## src/rtl/core/tptc_pkg.sv

```systemverilog
// Shared types and constants for the TCP port traffic counter.
`default_nettype none
package tptc_pkg;

  localparam logic [15:0] KIND_IPV4   = 16'h0800;
  localparam logic [15:0] KIND_IPV6   = 16'h86DD;
  localparam logic [7:0]  PROTO_TCP   = 8'd6;
  localparam logic [15:0] FRAG_MF     = 16'h2000;
  localparam logic [15:0] FRAG_OFFSET = 16'h1FFF;
  localparam logic [15:0] PORT_RESET  = 16'd8080;
  localparam int          WORD_BYTES  = 4;
  localparam logic [15:0] POS_MAX     = 16'hFFFF;

  // Frame byte offsets
  localparam logic [15:0] POS_TYPE_HI  = 16'd12;
  localparam logic [15:0] POS_TYPE_LO  = 16'd13;
  localparam logic [15:0] POS_L3       = 16'd14;
  localparam logic [15:0] POS_V4_FRAG  = 16'd20;
  localparam logic [15:0] POS_V4_FRAG2 = 16'd21;
  localparam logic [15:0] POS_V4_PROTO = 16'd23;
  localparam logic [15:0] POS_V6_NEXT  = 16'd20;
  localparam logic [15:0] POS_V6_PORT  = 16'd56;
  localparam int          V4_PORT_BASE = 16;
  localparam int          V4_MIN_LEN   = 34;
  localparam int          V6_MIN_LEN   = 74;

  localparam int QUEUE_DEPTH_DEFAULT = 2;

  typedef struct packed {
    logic [7:0] data_byte;
    logic       last_byte;
  } in_beat_t;

  typedef struct packed {
    logic        counted;
    logic [63:0] total_bytes;
    logic [63:0] total_packets;
  } out_beat_t;

  // Per-frame verdict handed from parser to counters
  typedef struct packed {
    logic        hit;
    logic [15:0] len;
  } frame_sum_t;

endpackage
`default_nettype wire

```

## src/rtl/core/tcp_port_traffic_counter.sv

```systemverilog
// Top level: TCP destination port traffic counter.
//
//   channel     dir  handshake            payload
//   in          in   in_valid/in_ready    in_data    (data_byte, last_byte)
//   out         out  out_valid/out_ready  out_data   (counted, total_bytes, total_packets)
//   match_port  in   match_port_we        match_port_wdata
//
// One byte beat per cycle is taken while in_ready is high; each frame yields one result beat on its last byte.
// A result passes from the parser through the verdict queue to the counter register.
// The verdict queue (QUEUE_DEPTH entries) absorbs output stalls; in_ready drops when it fills.
// Synchronous reset clears parser state, queue and totals and sets match_port to 8080.
`default_nettype none
module tcp_port_traffic_counter #(
  parameter int QUEUE_DEPTH = tptc_pkg::QUEUE_DEPTH_DEFAULT
) (
  input  wire logic                 clk,
  input  wire logic                 rst,
  input  wire logic                 in_valid,
  output logic                      in_ready,
  input  wire tptc_pkg::in_beat_t   in_data,
  output logic                      out_valid,
  input  wire logic                 out_ready,
  output tptc_pkg::out_beat_t       out_data,
  input  wire logic                 match_port_we,
  input  wire logic [15:0]          match_port_wdata
);
  import tptc_pkg::*;

  logic       beat_take;
  logic       q_full;
  logic       q_not_empty;
  logic       q_pop;
  frame_sum_t front_sum;
  frame_sum_t back_sum;

  assign in_ready  = !q_full;
  assign beat_take = in_valid && in_ready;

  tptc_front u_front (
    .clk              (clk),
    .rst              (rst),
    .match_port_we    (match_port_we),
    .match_port_wdata (match_port_wdata),
    .beat_take        (beat_take),
    .beat             (in_data),
    .sum              (front_sum)
  );

  tptc_queue #(
    .DEPTH (QUEUE_DEPTH)
  ) u_queue (
    .clk       (clk),
    .rst       (rst),
    .push      (beat_take && in_data.last_byte),
    .push_data (front_sum),
    .full      (q_full),
    .not_empty (q_not_empty),
    .pop       (q_pop),
    .pop_data  (back_sum)
  );

  tptc_back u_back (
    .clk       (clk),
    .rst       (rst),
    .sum_valid (q_not_empty),
    .sum       (back_sum),
    .sum_pop   (q_pop),
    .out_valid (out_valid),
    .out_ready (out_ready),
    .out_data  (out_data)
  );

endmodule
`default_nettype wire

```

## src/rtl/core/tptc_front.sv

```systemverilog
// Frame parser: tracks header fields byte by byte and emits a verdict per frame.
`default_nettype none
module tptc_front (
  input  wire logic                 clk,
  input  wire logic                 rst,
  input  wire logic                 match_port_we,
  input  wire logic [15:0]          match_port_wdata,
  input  wire logic                 beat_take,
  input  wire tptc_pkg::in_beat_t   beat,
  output tptc_pkg::frame_sum_t      sum
);
  import tptc_pkg::*;

  logic [15:0] match_port;
  logic [15:0] pos;
  logic [15:0] kind;
  logic [3:0]  ihl;
  logic        frag;
  logic [7:0]  proto;
  logic [15:0] port;

  logic [15:0] kind_next;
  logic [3:0]  ihl_next;
  logic        frag_next;
  logic [7:0]  proto_next;
  logic [15:0] port_next;
  logic [15:0] len;
  logic        is_v4;
  logic        is_v6;
  logic        in_l3;
  logic [6:0]  port_at;
  logic [6:0]  v4_min;
  logic [7:0]  b;

  assign b = beat.data_byte;

  always_comb begin
    kind_next = kind;
    if (pos == POS_TYPE_HI || pos == POS_TYPE_LO) begin
      kind_next = {kind[7:0], b};
    end
    is_v4 = (kind_next == KIND_IPV4);
    is_v6 = (kind_next == KIND_IPV6);
    in_l3 = (pos >= POS_L3);

    ihl_next   = ihl;
    frag_next  = frag;
    proto_next = proto;
    port_next  = port;
    if (is_v4 && in_l3) begin
      if (pos == POS_L3) begin
        ihl_next = b[3:0];
      end
      if (pos == POS_V4_FRAG && (({b, 8'h00} & (FRAG_MF | FRAG_OFFSET)) != 16'd0)) begin
        frag_next = 1'b1;
      end
      if (pos == POS_V4_FRAG2 && b != 8'd0) begin
        frag_next = 1'b1;
      end
      if (pos == POS_V4_PROTO) begin
        proto_next = b;
      end
    end else if (is_v6 && in_l3) begin
      if (pos == POS_V6_NEXT) begin
        proto_next = b;
      end
    end

    // TCP dest port sits 16 + 4*IHL bytes in for IPv4
    port_at = 7'(V4_PORT_BASE) + 7'(WORD_BYTES) * {3'd0, ihl_next};
    v4_min  = 7'(V4_MIN_LEN) + 7'(WORD_BYTES) * {3'd0, ihl_next};
    if (is_v4 && in_l3) begin
      if (pos == {9'd0, port_at} || pos == {9'd0, port_at} + 16'd1) begin
        port_next = {port[7:0], b};
      end
    end else if (is_v6 && in_l3) begin
      if (pos == POS_V6_PORT || pos == POS_V6_PORT + 16'd1) begin
        port_next = {port[7:0], b};
      end
    end

    len = (pos != POS_MAX) ? pos + 16'd1 : POS_MAX;

    sum.len = len;
    sum.hit = 1'b0;
    if (is_v4) begin
      sum.hit = (len >= 16'(V4_MIN_LEN)) && (len >= {9'd0, v4_min}) && !frag_next &&
                (proto_next == PROTO_TCP) && (port_next == match_port);
    end else if (is_v6) begin
      sum.hit = (len >= 16'(V6_MIN_LEN)) && (proto_next == PROTO_TCP) &&
                (port_next == match_port);
    end
  end

  always_ff @(posedge clk) begin
    if (rst) begin
      match_port <= PORT_RESET;
      pos        <= '0;
      kind       <= '0;
      ihl        <= '0;
      frag       <= 1'b0;
      proto      <= '0;
      port       <= '0;
    end else begin
      if (match_port_we) begin
        match_port <= match_port_wdata;
      end
      if (beat_take) begin
        if (beat.last_byte) begin
          pos   <= '0;
          kind  <= '0;
          ihl   <= '0;
          frag  <= 1'b0;
          proto <= '0;
          port  <= '0;
        end else begin
          pos   <= len;
          kind  <= kind_next;
          ihl   <= ihl_next;
          frag  <= frag_next;
          proto <= proto_next;
          port  <= port_next;
        end
      end
    end
  end

endmodule
`default_nettype wire

```

## src/rtl/core/tptc_queue.sv

```systemverilog
// Small register FIFO of frame verdicts between parser and counters.
`default_nettype none
module tptc_queue #(
  parameter int DEPTH = tptc_pkg::QUEUE_DEPTH_DEFAULT
) (
  input  wire logic                  clk,
  input  wire logic                  rst,
  input  wire logic                  push,
  input  wire tptc_pkg::frame_sum_t  push_data,
  output logic                       full,
  output logic                       not_empty,
  input  wire logic                  pop,
  output tptc_pkg::frame_sum_t       pop_data
);
  import tptc_pkg::*;

  localparam int PTR_W = (DEPTH > 1) ? $clog2(DEPTH) : 1;
  localparam int CNT_W = $clog2(DEPTH + 1);

  frame_sum_t       entries [DEPTH];
  logic [PTR_W-1:0] wr_ptr;
  logic [PTR_W-1:0] rd_ptr;
  logic [CNT_W-1:0] count;

  assign full      = (count == CNT_W'(DEPTH));
  assign not_empty = (count != '0);
  assign pop_data  = entries[rd_ptr];

  always_ff @(posedge clk) begin
    if (push) begin
      entries[wr_ptr] <= push_data;
    end
  end

  always_ff @(posedge clk) begin
    if (rst) begin
      wr_ptr <= '0;
      rd_ptr <= '0;
      count  <= '0;
    end else begin
      if (push) begin
        wr_ptr <= (wr_ptr == PTR_W'(DEPTH - 1)) ? '0 : wr_ptr + PTR_W'(1);
      end
      if (pop) begin
        rd_ptr <= (rd_ptr == PTR_W'(DEPTH - 1)) ? '0 : rd_ptr + PTR_W'(1);
      end
      if (push && !pop) begin
        count <= count + CNT_W'(1);
      end else if (pop && !push) begin
        count <= count - CNT_W'(1);
      end
    end
  end

endmodule
`default_nettype wire

```

## src/rtl/core/tptc_back.sv

```systemverilog
// Counter stage: applies frame verdicts to the totals and holds the result beat.
`default_nettype none
module tptc_back (
  input  wire logic                  clk,
  input  wire logic                  rst,
  input  wire logic                  sum_valid,
  input  wire tptc_pkg::frame_sum_t  sum,
  output logic                       sum_pop,
  output logic                       out_valid,
  input  wire logic                  out_ready,
  output tptc_pkg::out_beat_t        out_data
);
  import tptc_pkg::*;

  logic        counted;
  logic [63:0] byte_total;
  logic [63:0] packet_total;

  // Totals only move when a new result is loaded, so they double as payload
  assign sum_pop = sum_valid && (!out_valid || out_ready);

  assign out_data.counted       = counted;
  assign out_data.total_bytes   = byte_total;
  assign out_data.total_packets = packet_total;

  always_ff @(posedge clk) begin
    if (rst) begin
      out_valid    <= 1'b0;
      counted      <= 1'b0;
      byte_total   <= '0;
      packet_total <= '0;
    end else begin
      if (sum_pop) begin
        out_valid <= 1'b1;
        counted   <= sum.hit;
        if (sum.hit) begin
          byte_total   <= byte_total + {48'd0, sum.len};
          packet_total <= packet_total + 64'd1;
        end
      end else if (out_ready) begin
        out_valid <= 1'b0;
      end
    end
  end

endmodule
`default_nettype wire

```

## config.mk

```make
export PLATFORM = sky130hd
export DESIGN_NAME = tcp_port_traffic_counter
export DESIGN_NICKNAME = d
export VERILOG_FILES = /design/src/rtl/core/tptc_pkg.sv /design/src/rtl/core/tcp_port_traffic_counter.sv /design/src/rtl/core/tptc_front.sv /design/src/rtl/core/tptc_queue.sv /design/src/rtl/core/tptc_back.sv
export SDC_FILE = /design/constraint.sdc
export NUM_CORES = 1
export LEC_CHECK = 0
export CORE_UTILIZATION = 35
export CTS_BUF_LIST = sky130_fd_sc_hd__clkbuf_4 sky130_fd_sc_hd__clkbuf_8
export DETAILED_ROUTE_END_ITERATION = 12
export DONT_BUFFER_PORTS = 1
export GPL_ROUTABILITY_DRIVEN = 0
export GPL_TIMING_DRIVEN = 0
export PLACE_DENSITY_LB_ADDON = 0.15
export SYNTH_ARGS = -nofsm -noshare
export SYNTH_HDL_FRONTEND = slang
export SYNTH_HIERARCHICAL = 1
export SYNTH_SLANG_ARGS = --single-unit
export TNS_END_PERCENT = 10
```

## constraint.sdc

```tcl
create_clock -name clk -period 4.3 [get_ports clk]
set_clock_uncertainty 0.2 [all_clocks]
set_input_delay 0.86 -clock clk [delete_from_list [all_inputs] [get_ports clk]]
set_output_delay 0.86 -clock clk [all_outputs]
set_load 0.02 [all_outputs]
```

-- Word-level counts from Yosys, hierarchy flattened
Memories as Yosys holds them, arrays and structs flattened. A register that Yosys moved wholly into a read port is not among the register bits.
Cells that the tools add are included.
- flip-flop bits (word level): 211
- bits in writable memories: 34
- bits of input ports: 30
- output and inout bits: 131
- logic and storage cells: 108
- memories kept: 1
- memories (memory ; words ; width ; rd ports ; clocked after Yosys merged registers in ; write ports ; RTL line ; text):
    u_queue.entries ; 2 ; 17 ; 1 ; 1 ; 1 ; tptc_queue.sv:20 ; frame_sum_t entries [DEPTH];
- add/subtract/negate cells: 10
- $lt $le $gt $ge: 4
- eq/ne operators: 16
- multiplexer cells: 33
- reduce and logical (&&, ||, !) cells: 30
- operator list (kind ; number):
    2-to-1 mux 16 bit ; 9
    adder 64 x 1 -> 64 bit (second input constant) ; 1
    adder 64 x 16 -> 64 bit ; 1
    equality test 16 x 4 -> 1 bit (second input constant) ; 3
    equality test 16 x 5 -> 1 bit (second input constant) ; 3
    2-to-1 mux 8 bit ; 5
    equality test 16 bit ; 2
    equality test 16 x 6 -> 1 bit (second input constant) ; 2
    adder 16 x 1 -> 16 bit (second input constant) ; 1
    equality test 16 x 12 -> 1 bit (second input constant) ; 1
    equality test 16 bit (second input constant) ; 1
    equality test 16 x 7 -> 1 bit ; 1
    >= comparator 16 x 4 -> 1 bit (second input constant) ; 1
    >= comparator 16 x 6 -> 1 bit (second input constant) ; 1
    >= comparator 16 x 7 -> 1 bit ; 1
    >= comparator 16 x 7 -> 1 bit (second input constant) ; 1
    inequality test 16 bit (second input constant) ; 1
    nonzero test 16 bit ; 1
    logical AND 1 bit ; 15
    2-to-1 mux 1 bit ; 14
    2-to-1 mux 4 bit ; 3
    adder 7 x 1 -> 8 bit (second input constant) ; 1
    equality test 8 x 3 -> 1 bit (second input constant) ; 1
    nonzero test 8 bit ; 1
    11 further kinds ; 22

-- Logic depth before layout (Yosys ltp)
- depth in word-level cells: 16
- gate-level depth with buffers: 18
- gate-level depth less buffers: 17

-- Modules after synthesis
Netlist, hierarchy kept.
- by module, submodules not included (module ; instances ; cells each ; area an instance (µm²) ; seq. area each (µm²)):
    tptc_back ; 1 ; 822 ; 6741.5 ; 2602.5
    tptc_front ; 1 ; 596 ; 4687.0 ; 1541.5
    tptc_queue ; 1 ; 75 ; 1435.1 ; 1121.1
    tcp_port_traffic_counter ; 1 ; 3 ; 18.8 ; 0.0

-- Least setup slack after synthesis
No wires, ideal clock.
- path kind: input -> register
- from: input in_data[4] (netlist name)
- to: memory u_queue/entries[0][16] (netlist name), data pin
- library setup time: 175 ps
- arrival: 4320 ps
- data required time: 3925 ps
- path slack: -395 ps
- cell stages on the path: 15
- buffers on the path: 1
- cell sequence: clkbuf_1 > or3_1 > nor4_4 > nand4bb_4 > a21oi_4 > mux2_2 > ha_1 > a211oi_1 > a21oi_1 > nor3b_1 > o2111a_1 > a21o_1 > nor3b_1 > or4_4 > nor4b_4
- RTL lines (item ; RTL line ; text):
    start: declaration ; tcp_port_traffic_counter.sv:20 ; input wire tptc_pkg::in_beat_t in_data,
    end: declaration ; tptc_queue.sv:20 ;

==> flow_metrics.tcl <==
set metrics [dict create \
    crit_arrival_ns 4.80 \
    ir_drop_mv 0.221 \
    ios 161 \
    synthMostInstantiatedCell "dfxtp_1" \
    slowest_stage "or4_4" \
    reg2reg_from "u_front/pos[0]$_SDFFE_PP0P_" \
    leakagePower_nw 5.00 \
    fin_crit_ns 4.54 \
    cts_made_buffers 46 \
    syn_inst 1496 \
    fin_area_um2 14800 \
    powerDensity_nw_per_um2 414 \
    cp-start-kind "flop" \
    cts_tree "done" \
    slowest_delay_ns 0.54 \
    final_antenna_net_count 0 \
    rr_worst_depth 18 \
    critical_path.most_common_cell "ha_4" \
    slew_viol_final 0 \
    slew_headroom_pct 14.0 \
    io_buffers 0 \
    syn_area_per_cell_um2 8.61 \
    path_cells "inv_4 > ha_4 > or2_4 > and3_4 > a2111o_1 > a21oi_4 > buf_6 > mux2_4 > ha_4 > a211oi_2 > a21oi_2 > nor3b_2 > o2111a_2 > a21o_4 > nor3b_4 > or4_4 > nor4b_4 > buf_4" \
    hpwl_um 27800 \
    drc 0 \
    synth_xor_xnor_area_share_pct 6.80 \
    fill_cells 3663 \
    clock-sinks 246 \
    min_path_cells 1 \
    synth-edff-count 34 \
    drt-wirelength-per-cell_um 18.8 \
    finalWirelength_um 38600 \
    min_from "rst" \
    layout_setup_ws_ns -0.235 \
    placementRows 69 \
    min_to "u_queue/count[1]$_SDFFE_PP0P_" \
    syn_to_final_growth_pct 14.5 \
    synth_area_leaders "dfxtp_1 33%, edfxtp_1 7.9%, nor2_1 5.3%" \
    grt_usage_pct 20.0 \
    total_power_mw 6.11 \
    async_flop_share_pct 0 \
    grt_antenna_before_repair 0 \
    clock-root-buffer "clkbuf_8" \
    dieWidth_um 194 \
    synth.top_cells.by_count "212 x dfxtp_1, 182 x nor2_1, 106 x nand2_1, 102 x a21oi_1, 73 x nand3_1" \
    path_class "reg -> reg" \
    muxShareOfSynthArea_pct 3.43 \
    core-area_um2 35900 \
    tightest_slew_ns 1.28 \
    post_route_cells_drive_above_1_share_pct 12.4 \
    required_ns 4.57 \
    syn-num-nets 1555 \
    grt_max_degree 18 \
    violations "setup timing" \
    end_kind "flop" \
    timing.final.crit_share_pct 105 \
    setup_viol 11 \
    clk_pin_slew_worst_paths_ns 0.06 \
    timing.rr.end "u_queue/entries[1][16]$_DFFE_PP_" \
    drv_cap 0 \
    clkLatencyLatePin_ns 0.61 \
    seq_area_frac_synth_pct 40.9 \
    synth-simple-area-share_pct 25.5 \
    die_area_um2 37600 \
    postCtsHoldBufs 0 \
    cts_buffer_depth 3 \
    grt_setup_unrepaired "yes" \
    grt_pass1_vias 10700 \
    place_ws_ns -1.16 \
    start_util_pct 35.9 \
    netlist_area_um2 12900 \
    yosysTopAreaCell "dfxtp_1" \
    crit_fanout 4 \
    hold_violations 0 \
    tns_ns -0.613 \
    ys.flop_type "dfxtp_1" \
    hold_class "in -> reg" \
    gr-total-overflow 0 \
    grt_pass1_wl_um 60400 \
    viasPerCell 5.53 \
    fmax_ghz 0.220 \
    drtIter0Drc 643 \
    yosys_warnings 6 \
    synth_cell_types 86 \
    dr.pass1.iters 5 \
    outcome "finished with violations" \
    diodes 0 \
    ys_ff_latch 246 \
    synth_top_area_share_pct 32.9 \
    synth_compound_area_share_pct 16.4 \
    r2r_slack_ns -0.24 \
    synth_top_family_by_area "simple AND/OR/NAND/NOR gates" \
    h-tree-depth 2 \
    final_nets 1618 \
    synth_fa_ha_area_share_pct 2.87 \
    die_h_um 194 \
    post_dp_cell_area_um2 13500 \
    timing.hold.ws_ns 0.122 \
    vias 11400 \
]
## metrics by stage
step | util [%] | std cells
floorplan | - | 1496
global route | 41.1 | 2057
finish | 41.1 | 2057
detailed placement | 37.6 | 1958
CTS | 40.6 | 2049
global placement | 37.6 | 1957
## layout make-up
cell class,count,area [µm²],share of cell area (%)
tap,461,577,3.91
buffer,76,322,2.18
timing repair buffer,15,116,0.789
clock buffer,69,868,5.89
sequential,246,5270,35.8
clock inverter,16,116,0.789
multi-input combinational,1116,7260,49.2
inverter,58,220,1.49
## timing repair
| item | CTS | global route |
|---|---|---|
| resized for setup | 19 | 21 |
| pin swaps | 6 | 10 |
| setup endpoints to repair | 19 | 34 |
| setup buffers | 6 | 8 |
## where the power goes
part	switching, mW	internal (mW)	total, mW
combinational	0.710	0.404	1.11
clock	1.05	1.36	2.40
sequential	0.158	2.43	2.59
## layer usage
| metal | up-vias | global-route usage, % | part of all wire, % |
|---|---|---|---|
| li1 | 5612 | - | - |
| met1 | 5395 | 25.0 | 44 |
| met2 | 295 | 33.2 | 47 |
| met3 | 69 | 5.20 | 5.9 |
| met4 | 0 | 7.26 | 2.7 |
| met5 | - | 0 | 0 |
## logic make-up after synthesis
group	Yosys count
simple gates	629
compound gates	317
flops	246
buf+inv	134
xor+xnor	100
mux	41
fa+ha+maj	29
## cell usage in the layout, fill, tap and decap left out, types with 43 or more instances in the layout
master,netlist,routed
a21oi_1,102,101
clkbuf_1,66,62
clkbuf_8,0,56
dfxtp_1,212,209
inv_1,58,55
nand2_1,106,106
nand3_1,73,73
nand4_1,48,48
nor2_1,182,181
o21ai_0,43,43
xnor2_1,49,49
xor2_1,51,51
## worst max-delay path by stage
| stage | start | endpoint | slack, ns | depth (start not counted) |
|---|---|---|---|---|
| 2_1_floorplan | in_data[4] | u_queue/entries[0][16]$_DFFE_PP_ | -0.12 | 16 |
| 3_3_place_gp | in_data[6] | u_queue/entries[0][16]$_DFFE_PP_ | -1.20 | 15 |
| 3_5_place_dp | in_data[6] | u_queue/entries[0][16]$_DFFE_PP_ | -1.16 | 15 |
| 4_1_cts | u_front/pos[1]$_SDFFE_PP0P_ | u_queue/entries[1][16]$_DFFE_PP_ | -0.19 | 18 |
| 5_1_grt | u_front/pos[0]$_SDFFE_PP0P_ | u_queue/entries[1][16]$_DFFE_PP_ | -0.30 | 18 |
| 6_report | u_front/pos[0]$_SDFFE_PP0P_ | u_queue/entries[1][16]$_DFFE_PP_ | -0.24 | 18 |
## worst max-delay path, delay by kind of cell, from the launching register on
| family | cells | cell delay (ns) |
|---|---|---|
| AOI/OAI and AO/OA | 6 | 1.30 |
| DFF | 1 | 0.38 |
| buffers and inverters | 3 | 0.35 |
| muxes | 1 | 0.33 |
| and+or+nand+nor | 6 | 1.40 |
| adders and majority gates | 2 | 0.43 |
## registers in the layout (all words and copies together) (netlist names), named ones only
signal,count
u_front/ihl,4
u_queue/rd_ptr,1
u_back/out_valid,1
u_front/frag,1
u_front/kind,16
u_front/match_port,16
u_queue/entries,34
u_back/byte_total,64
u_front/pos,16
u_queue/count,2
u_queue/wr_ptr,1
u_back/counted,1
u_front/proto,8
u_back/packet_total,64
u_front/port,16
Power figures use the tool's default switching activity.
